**src/design/bcl_pkg.sv**
```systemverilog
// Shared constants and types for the cubic Bezier arc length block.
// No dependencies; used by the square root unit and the top level.
package bcl_pkg;

  localparam int unsigned BCL_SAMPLE_COUNT = 20;

  localparam logic [31:0] T_STEP   = 32'h0000_0CCC;
  localparam logic [31:0] T_ONE    = 32'h0001_0000;
  localparam logic [31:0] SQRT_TOP = 32'h4000_0000;

  // status of the square root unit as seen by the sequencer
  typedef struct packed {
    logic        busy;
    logic        done;
    logic [15:0] root;
  } sqrt_stat_t;

endpackage

```
**src/design/bcl_mul.sv**
```systemverilog
// Shared 32x32 multiplier, low 32 bits of the product, output registered.
// No dependencies; operands are selected by the top-level sequencer.
module bcl_mul (
  input  logic        clk,
  input  logic [31:0] a,
  input  logic [31:0] b,
  output logic [31:0] prod
);

  logic [31:0] prod_r;

  always_ff @(posedge clk) begin
    prod_r <= a * b;
  end

  assign prod = prod_r;

endmodule

```
**src/design/bcl_sqrt.sv**
```systemverilog
// Digit-by-digit square root of a 32-bit value, rounded to nearest.
// One result bit per cycle, 16 iterations. Depends on bcl_pkg.
module bcl_sqrt (
  input  logic                clk,
  input  logic                rst_n,
  input  logic                start,
  input  logic [31:0]         val,
  output bcl_pkg::sqrt_stat_t stat
);
  import bcl_pkg::*;

  logic [31:0] rem_r;
  logic [31:0] acc_r;
  logic [31:0] bit_r;
  logic [15:0] root_r;
  logic        busy_r;
  logic        done_r;

  logic [32:0] trial;
  logic        fits;
  logic [31:0] acc_step;
  logic        load;

  assign load = start && !busy_r;

  always_comb begin
    trial    = {1'b0, acc_r} + {1'b0, bit_r};
    fits     = {1'b0, rem_r} >= trial;
    acc_step = fits ? (acc_r + (bit_r << 1)) : acc_r;
  end

  always_ff @(posedge clk) begin
    if (!rst_n) begin
      busy_r <= 1'b0;
      done_r <= 1'b0;
    end else begin
      done_r <= busy_r && (bit_r == '0);
      if (load) begin
        busy_r <= 1'b1;
      end else if (busy_r && (bit_r == '0)) begin
        busy_r <= 1'b0;
      end
    end
  end

  always_ff @(posedge clk) begin
    if (load) begin
      rem_r <= val;
      acc_r <= '0;
      bit_r <= SQRT_TOP;
    end else if (busy_r && (bit_r != '0)) begin
      if (fits) begin
        rem_r <= rem_r - trial[31:0];
      end
      acc_r <= acc_step >> 1;
      bit_r <= bit_r >> 2;
    end else if (busy_r) begin
      // round up when the remainder exceeds the floor root
      root_r <= (rem_r <= acc_r) ? acc_r[15:0] : (acc_r[15:0] + 16'd1);
    end
  end

  assign stat = '{busy: busy_r, done: done_r, root: root_r};

endmodule

```
**src/design/bezier_curve_length.sv**
```systemverilog
// Cubic Bezier arc length by chord sampling, 16.16 fixed point.
// Each sample runs the 16 products of its step sequence through the single shared multiplier;
// the square root unit overlaps with the next sample, which waits in its root step while the
// unit is still busy. A new transaction is taken only after the last result is issued.
// Synchronous active-low reset empties the block.
module bezier_curve_length #(
  parameter int unsigned SAMPLE_COUNT = bcl_pkg::BCL_SAMPLE_COUNT
) (
  input  logic               clk,
  input  logic               rst_n,
  input  logic               in_valid,
  output logic               in_stall,
  input  logic signed [31:0] in_start_x,
  input  logic signed [31:0] in_start_y,
  input  logic signed [31:0] in_ctrl_a_x,
  input  logic signed [31:0] in_ctrl_a_y,
  input  logic signed [31:0] in_ctrl_b_x,
  input  logic signed [31:0] in_ctrl_b_y,
  input  logic signed [31:0] in_end_x,
  input  logic signed [31:0] in_end_y,
  output logic               out_valid,
  input  logic               out_stall,
  output logic signed [31:0] out_arc_length
);
  import bcl_pkg::*;

  localparam int unsigned KW = $clog2(SAMPLE_COUNT + 1);

  typedef enum logic [2:0] {
    S_IDLE  = 3'b001,
    S_RUN   = 3'b010,
    S_DRAIN = 3'b100
  } state_t;

  // mostly named by the product issued in that step; ST_DX and ST_DY form the chord deltas
  typedef enum logic [4:0] {
    ST_UU, ST_TT, ST_W0, ST_W1, ST_W2, ST_W3,
    ST_X0, ST_Y0, ST_X1, ST_Y1, ST_X2, ST_Y2, ST_X3, ST_Y3,
    ST_DX, ST_DY, ST_SQY, ST_SQ, ST_ROOT
  } step_t;

  function automatic logic [31:0] ext_int(input logic [15:0] h);
    return {{16{h[15]}}, h};
  endfunction

  function automatic logic [15:0] mag_hi(input logic [31:0] d);
    logic [31:0] m;
    m = d[31] ? (32'd0 - d) : d;
    return m[31:16];
  endfunction

  state_t        state_r;
  step_t         step_r;
  logic          out_valid_r;
  logic [31:0]   out_len_r;

  logic [15:0]   ih_r [8];
  logic [KW-1:0] k_r;
  logic [31:0]   t_r, u_r, u2_r, t2_r;
  logic [31:0]   w0_r, w1x3_r, w2x3_r, w3_r;
  logic [31:0]   qx_r, qy_r, px_r, py_r;
  logic [15:0]   ix_r, iy_r;
  logic [31:0]   sq_r, total_r;

  logic [31:0]   mul_a, mul_b, prod, wprod;
  sqrt_stat_t    sq_stat;
  logic          accept, sqrt_start, last_sample, drain_go;

  assign accept      = in_valid && (state_r == S_IDLE);
  assign last_sample = (k_r == KW'(SAMPLE_COUNT));
  assign sqrt_start  = (state_r == S_RUN) && (step_r == ST_ROOT) && !sq_stat.busy;
  assign drain_go    = (state_r == S_DRAIN) && !sq_stat.busy && !sq_stat.done
                       && (!out_valid_r || !out_stall);
  assign wprod       = {16'h0, prod[31:16]};

  always_comb begin
    mul_a = '0;
    mul_b = '0;
    unique case (step_r) inside
      ST_UU:  begin mul_a = u_r;    mul_b = u_r;              end
      ST_TT:  begin mul_a = t_r;    mul_b = t_r;              end
      ST_W0:  begin mul_a = u_r;    mul_b = u2_r;             end
      ST_W1:  begin mul_a = t_r;    mul_b = u2_r;             end
      ST_W2:  begin mul_a = u_r;    mul_b = t2_r;             end
      ST_W3:  begin mul_a = t_r;    mul_b = t2_r;             end
      ST_X0:  begin mul_a = w0_r;   mul_b = ext_int(ih_r[0]); end
      ST_Y0:  begin mul_a = w0_r;   mul_b = ext_int(ih_r[1]); end
      ST_X1:  begin mul_a = w1x3_r; mul_b = ext_int(ih_r[2]); end
      ST_Y1:  begin mul_a = w1x3_r; mul_b = ext_int(ih_r[3]); end
      ST_X2:  begin mul_a = w2x3_r; mul_b = ext_int(ih_r[4]); end
      ST_Y2:  begin mul_a = w2x3_r; mul_b = ext_int(ih_r[5]); end
      ST_X3:  begin mul_a = w3_r;   mul_b = ext_int(ih_r[6]); end
      ST_Y3:  begin mul_a = w3_r;   mul_b = ext_int(ih_r[7]); end
      ST_DY:  begin mul_a = {16'h0, ix_r}; mul_b = {16'h0, ix_r}; end
      ST_SQY: begin mul_a = {16'h0, iy_r}; mul_b = {16'h0, iy_r}; end
      ST_DX, ST_SQ, ST_ROOT: begin end
      default: begin end
    endcase
  end

  bcl_mul u_mul (
    .clk  (clk),
    .a    (mul_a),
    .b    (mul_b),
    .prod (prod)
  );

  bcl_sqrt u_sqrt (
    .clk   (clk),
    .rst_n (rst_n),
    .start (sqrt_start),
    .val   (sq_r),
    .stat  (sq_stat)
  );

  always_ff @(posedge clk) begin
    if (!rst_n) begin
      state_r     <= S_IDLE;
      step_r      <= ST_UU;
      out_valid_r <= 1'b0;
    end else begin
      if (out_valid_r && !out_stall && !drain_go) begin
        out_valid_r <= 1'b0;
      end
      unique case (state_r)
        S_IDLE: begin
          if (in_valid) begin
            state_r <= S_RUN;
            step_r  <= ST_UU;
          end
        end
        S_RUN: begin
          if (step_r == ST_ROOT) begin
            if (!sq_stat.busy) begin
              step_r <= ST_UU;
              if (last_sample) begin
                state_r <= S_DRAIN;
              end
            end
          end else begin
            step_r <= step_t'(step_r + 5'd1);
          end
        end
        S_DRAIN: begin
          if (drain_go) begin
            out_valid_r <= 1'b1;
            state_r     <= S_IDLE;
          end
        end
        default: state_r <= S_IDLE;
      endcase
    end
  end

  // datapath; each step after a product step writes back the product issued in the step before
  always_ff @(posedge clk) begin
    if (accept) begin
      ih_r[0] <= in_start_x[31:16];
      ih_r[1] <= in_start_y[31:16];
      ih_r[2] <= in_ctrl_a_x[31:16];
      ih_r[3] <= in_ctrl_a_y[31:16];
      ih_r[4] <= in_ctrl_b_x[31:16];
      ih_r[5] <= in_ctrl_b_y[31:16];
      ih_r[6] <= in_end_x[31:16];
      ih_r[7] <= in_end_y[31:16];
      px_r    <= in_start_x;
      py_r    <= in_start_y;
      t_r     <= T_STEP;
      u_r     <= T_ONE - T_STEP;
      k_r     <= KW'(1);
      total_r <= '0;
    end
    if (sq_stat.done) begin
      total_r <= total_r + {sq_stat.root, 16'h0};
    end
    if (drain_go) begin
      out_len_r <= total_r;
    end
    if (state_r == S_RUN) begin
      unique case (step_r) inside
        ST_TT:  u2_r   <= wprod;
        ST_W0:  t2_r   <= wprod;
        ST_W1:  w0_r   <= wprod;
        ST_W2:  w1x3_r <= (wprod << 1) + wprod;
        ST_W3:  w2x3_r <= (wprod << 1) + wprod;
        ST_X0:  w3_r   <= wprod;
        ST_Y0:  qx_r   <= prod;
        ST_X1:  qy_r   <= prod;
        ST_Y1, ST_Y2, ST_Y3: qx_r <= qx_r + prod;
        ST_X2, ST_X3:        qy_r <= qy_r + prod;
        ST_DX: begin
          qy_r <= qy_r + prod;
          ix_r <= mag_hi(qx_r - px_r);
          px_r <= qx_r;
        end
        ST_DY: begin
          iy_r <= mag_hi(qy_r - py_r);
          py_r <= qy_r;
        end
        ST_SQY: sq_r <= prod;
        ST_SQ:  sq_r <= sq_r + prod;
        ST_ROOT: begin
          if (!sq_stat.busy) begin
            t_r <= t_r + T_STEP;
            u_r <= u_r - T_STEP;
            k_r <= k_r + KW'(1);
          end
        end
        ST_UU: begin end
        default: begin end
      endcase
    end
  end

  assign in_stall       = (state_r != S_IDLE);
  assign out_valid      = out_valid_r;
  assign out_arc_length = out_len_r;

endmodule

```
**config.mk**
```make
export PLATFORM = sky130hd
export DESIGN_NAME = bezier_curve_length
export DESIGN_NICKNAME = d
export VERILOG_FILES = /design/src/design/bcl_pkg.sv /design/src/design/bcl_mul.sv /design/src/design/bcl_sqrt.sv /design/src/design/bezier_curve_length.sv
export SDC_FILE = /design/constraint.sdc
export NUM_CORES = 2
export LEC_CHECK = 0
export BUFFER_PORTS_ARGS = -buffer_cell sky130_fd_sc_hd__buf_2
export CORE_MARGIN = 2
export CORE_UTILIZATION = 30
export DETAILED_ROUTE_END_ITERATION = 16
export SYNTH_ARGS = -nofsm -noshare
export SYNTH_HDL_FRONTEND = slang
export SYNTH_HIERARCHICAL = 1
export SYNTH_SLANG_ARGS = --single-unit
```
**constraint.sdc**
```tcl
create_clock -name clk -period 19.3 [get_ports clk]
set_input_delay 0 -clock clk [delete_from_list [all_inputs] [get_ports clk]]
set_output_delay 0 -clock clk [all_outputs]
set_load 0.005 [all_outputs]
```
Word-level counts from Yosys, hierarchy flattened

Memories as Yosys holds them, arrays and structs flattened.
Cells that the tools add are included.

Add/sub/neg operators: 17
$mul: 1
$lt $le $gt $ge: 2
Equality and inequality tests: 29
Mux-type cells: 49
Bitwise logic cells: 2
Reduce and logical (&&, ||, !) cells: 53

Operator list:

| kind                     | count |
|---|---|
| $mux W32                 | 20 |
| $pmux W32 S14            | 1 |
| $pmux W32 S8             | 1 |
| $pmux W32 S2             | 3 |
| $add A32 B32 Y32         | 4 |
| $sub A32 B32 Y32         | 3 |
| $sub A1 B32 Y32 const A  | 2 |
| $mux W31                 | 2 |
| $eq A5 B4 Y1 const B     | 8 |
| $mux W5                  | 7 |
| $ge A32 B33 Y1           | 1 |
| $add A31 B31 Y32         | 1 |
| $add A31 B32 Y32         | 1 |
| $add A32 B12 Y32 const B | 1 |
| $le A32 B31 Y1           | 1 |
| $logic_not A32 Y1        | 1 |
| $mul A32 B32 Y32         | 1 |
| $reduce_bool A32 Y1      | 1 |
| $sub A32 B12 Y32 const B | 1 |
| $reduce_and A2 Y1        | 12 |
| $eq A5 B3 Y1 const B     | 4 |
| $eq A5 B5 Y1 const B     | 4 |
| $add A17 B16 Y18         | 1 |
| $add A16 B1 Y16 const B  | 1 |
| other kinds (25)         | 71 |

Register bits after elaboration: 591
Bits in writable memories: 128
Input port bits: 260
Output and inout bits: 34
Word-level logic and storage cells: 184
Memories kept: 1

Memories:

| memory | depth | bits a word | rd ports | clocked after Yosys merged registers in | wr ports | line                      | RTL |
|---|---|---|---|---|---|---|---|
| ih_r   | 8     | 16          | 8        | 0                                       | 8        | bezier_curve_length.sv:57 | `logic [15:0] ih_r [8];` |

Depth between registers and ports, before layout

Word-level depth: 9
Depth in mapped cells: 39

Hierarchy

The synthesis kept the hierarchy.

By module, submodules not included:

| module              | times used | cells an instance | area an instance (µm²) | sequential area each (µm²) |
|---|---|---|---|---|
| bezier_curve_length | 1          | 3161              | 31189.9                | 14533.9 |
| bcl_mul             | 1          | 1817              | 16723.5                | 640.6 |
| bcl_sqrt            | 1          | 1039              | 8443.1                 | 2422.3 |

Least setup slack after synthesis

No wires, ideal clock.

Kind: reg-to-reg
Start point: register step_r[0]
End point: register u_mul.prod_r[29], in the netlist u_mul/prod[29]
Library setup time: 0.072 ns
Arrival: 9.177 ns
Data required time: 19.228 ns
Setup slack: 10.051 ns
Cell stages (with the launch flop): 35
Clock period less this slack: 9.249 ns
Cells stage by stage: dfxtp_1 inv_1 ha_1 and3_1 clkbuf_1 or2_2 clkbuf_1 or4_1 nor3_1 clkbuf_1 nor2_1 clkbuf_1 clkbuf_1 and2_1 fa_1 inv_1 fa_1 fa_1 fa_1 inv_1 fa_1 fa_1 fa_1 inv_1 fa_1 inv_1 ha_1 a21o_1 a21o_1 a21o_1 a211oi_1 o31ai_1 or4_1 a31oi_1 xnor2_1

Word-level cells in the longest chain between the ends: 4
Elaborated cells on any way between the ends: 27
Classes of those cells: mul: 1; eq/ne: 15; mux: 2; reduce/logical: 9

RTL lines:

| what                                                          | line                       | RTL |
|---|---|---|
| start, declared                                               | bezier_curve_length.sv:53  | `step_t step_r;` |
| start signal, assigned                                        | bezier_curve_length.sv:141 | `step_r <= step_t'(step_r + 5'd1);` |
| $eq A5 B3 Y1 (no line) / $eq A5 B2 Y1 (equally long branches) | --                         |  |
| $reduce_or A2 Y1 (no line)                                    | --                         |  |
| $pmux W32 S14 (*)                                             | bezier_curve_length.sv:79  | `unique case (step_r) inside` |
| named net mul_b[3]                                            | bezier_curve_length.sv:65  | `logic [31:0] mul_a, mul_b, prod, wprod;` |
| $mul A32 B32 Y32 (*)                                          | bcl_mul.sv:13              | `prod_r <= a * b;` |
| end signal, assigned                                          | bcl_mul.sv:13              |  |
| end, declared                                                 | bcl_mul.sv:10              | `logic [31:0] prod_r;` |

The timed path passes the listed nets; every way through them passes the cells marked *.
A chain may end at the register's enable or synchronous reset.

Worst setup path after layout

Start point: register step_r[4]
End point: register u_mul.prod_r[29], in the netlist u_mul/prod[29]

Word-level cells in the longest chain between the ends: 4
Elaborated cells on any way between the ends: 27
Classes of those cells: mul: 1; eq/ne: 15; mux: 2; reduce/logical: 9

RTL lines:

| what                                                                  | line |
|---|---|
| $eq A5 B1 Y1 (no line), or another cell as far along                  | -- |
| $reduce_or A3 Y1 (no line) / $reduce_or A2 Y1 (equally long branches) | -- |
| $pmux W32 S8 (*)                                                      | bezier_curve_length.sv:79 |
| named net mul_a[6]                                                    | bezier_curve_length.sv:65 |
| $mul A32 B32 Y32 (*)                                                  | bcl_mul.sv:13 |

Marks and branches as above.

==> impl_results.md <==
* Status: finished clean
* Final setup vio count at 0
* Vias in the first global route at 45300
* Syn Inst Count at 6017
* Drt first-iter violations at 4484
* Mapped Avg Cell Area at 9.37 um2
* RSZ-0062 raised after global routing: false
* Core Area at ~0.19 mm2
* Sequential area share after synthesis at 0.312
* Tmin final at 10520 ps
* CP bufs+invs at 8
* DIE AREA at 0.191 mm2
* Critical path class: flip-flop to flip-flop
* Clk_lat worst skew at 690 ps
* Pin count of the biggest net entering global routing at ~110
* Post-synth top area cell: edfxtp_1
* Gr ovfl total at 0
* Most common flop cell mapped by yosys: edfxtp_1
* Wirelength per Cell at between 20 and 25 um
* CP max FO at 20
* GRT Total Usage at 0.195
* Starting Density at 0.301
* Die Span Y at 437 um
* Setup Skew at 37.1 ps
* Final Hold Violating Endpoints at 0
* Synth warn at 6
* Post-route ant nets at 0
* First-pass GRT wire length at around 290000 um
* Most common cell after layout, fill and taps aside: inv_1
* Synth top area share at 0.234
* Remaining DRCs at 0
* Clock transition at the registers of the reported paths at 60 ps
* Non-Filler Instances at 8892
* Routed Wire Length at 188000 um
* Synthesis-to-layout area growth at 15.4%
* CP Data Required Time at 19920 ps
* Input/output buffers at 181
* Fmax at 95.1 MHz
* Post-synth EDFFs at 440
* Post-synthesis register bit count at ~660
* Crit. End Element: flip-flop
* Worst vdd ir at 0.582 mV
* Synth cell types at 105
* Worst-Margin Slew at 1420 ps
* Ports at between 200 and 300
* Relative slew margins at 0.0537
* Max Cap Viol at 0
* Final Wtd Congestion at approximately 0.94
* Share of cells above drive strength 1 at 0.0805
* Hold_ws at 45.7 ps
* Setup TNS at 0 ps
* Fin crit share at 0.545
* Detailed Place HPWL at roughly 140000 um
* Placed cells at ~8500
* PwrDens at 206 mW/mm2
* Vias per cell at 5.22
* Initial antenna violation count at 23
* CTS tree: yes
* Row count at 159
* Worst slack, placed at 8880 ps
* Startpoint types: flip-flop
* Synth async-reset ratio at 0
* Max incr delay on CP at between 600 and 700 ps
* Crit-path slowest cell: dfxtp_1
* Worst Setup Slack, final at 8780 ps
* P_leak at between 0.02 and 0.03 uW
* Clock Root Buffer: clkbuf_16
* Drt pass-1 iters at 7
* Fin. max-slew vios at 0
* Cell Area, Synth at 0.0564 mm2
* Commonest cells after routing, fill and taps aside: 609 x inv_1, 569 x nand2_1, 440 x edfxtp_1, 416 x fa_1, 416 x ha_1
* Bufs on Longest Clock Path at 3
* H-tree depth at 3
* Critical Path Most Common Cell: fa_1
* Delay-heaviest family, CP: adder cells
* Fin nets at 7424
* Core Util, Final at 0.347
* Hold/Removal Path Class: primary input to flip-flop
* Die Width at 437 um
* TritonCTS buffer count at 78
* Top post-synthesis cells by area: edfxtp_1 23%, fa_1 15%, ha_1 9.2%, dfxtp_1 7.8%, and2_1 4.4%
* Sink Count at 659
* Worst Path Arrival at 11140 ps
* Vias at roughly 46000
synth_stat cells, types with 36 or more instances:
cell      count
a211oi_1     41
a21o_1       95
a21oi_1     343
a222oi_1     54
a22o_1       36
a22oi_1      57
a31oi_1      74
and2_1      396
and3_1       47
clkbuf_1    226
dfxtp_1     219
edfxtp_1    440
fa_1        416
ha_1        416
inv_1       609
nand2_1     570
nand2b_1     45
nand3_1     128
nand4_1      47
nor2_1      378
nor2b_1      53
nor3_1       78
o21a_1       47
o21ai_0     335
o31ai_1      45
xnor2_1     227
xor2_1      124
final cells by class:
class	instances	area, um2
antenna	1	2.50
clock buffer	96	2050
clock inverter	48	529
fill	18800	122000
inverter	611	2300
multi-input combinational	4495	35700
sequential	659	17600
tap	2495	3120
timing repair buffer	487	3710
sequential cells by signal, indices dropped and copies added, names as in the netlist, 18 cells and up:
| register | flops |
|---|---|
| qy_r | 32 |
| w2x3_r | 18 |
| u_sqrt/rem_r | 32 |
| w1x3_r | 18 |
| px_r | 32 |
| u_sqrt/acc_r | 31 |
| py_r | 32 |
| sq_r | 32 |
| u_r | 32 |
| t_r | 32 |
| u_mul/prod | 32 |
| ih_r | 128 |
| qx_r | 32 |
layer usage:
metal | wire length (um) | GRT usage | part of all wire
met2 | 81700 | 0.294 | 0.43
met4 | 9830 | 0.0894 | 0.052
met5 | 17 | 0 | 0.000090
met3 | 14100 | 0.0326 | 0.075
met1 | 82900 | 0.271 | 0.44
logic make-up after synthesis:
| group | share of synthesized area |
|---|---|
| other | 0.0000665 |
| AOI/OAI and AO/OA | 0.161 |
| muxes | 0.00393 |
| DFF | 0.312 |
| buffers and inverters | 0.0603 |
| adders and majority gates | 0.240 |
| xor gates and xnor gates | 0.0545 |
| and+or+nand+nor | 0.168 |
path summary, 6_finish.rpt:
path / start / endpoint / slack [ps] / depth (start not counted)
min: in_end_x[30] / ih_r[1][46] / 50 / 2
max: step_r[4] / u_mul/prod[29] / 8780 / 32
max reg2reg: step_r[4] / u_mul/prod[29] / 8780 / 32
min reg2reg: total_r[28] / out_arc_length[28] / 470 / 0
report_power, final:
group	internal (uW)	switching, uW
logic	3970	6010
registers	1800	76.8
clock network	872	654
repair_timing:
item,4_1_cts,5_1_grt
endpoints found under the hold margin,219,0
resized for setup,0,0
hold buffers,203,0
buffers inserted,0,0
per-stage QoR:
step                total power (uW)  instance area, um2
global route                   14800               65000
floorplan                       8990               56400
global placement               11700               60400
detailed placement             11700               60400
finish                         13400               65000
CTS                            13400               65000
(Power assumes the default switching activity.)
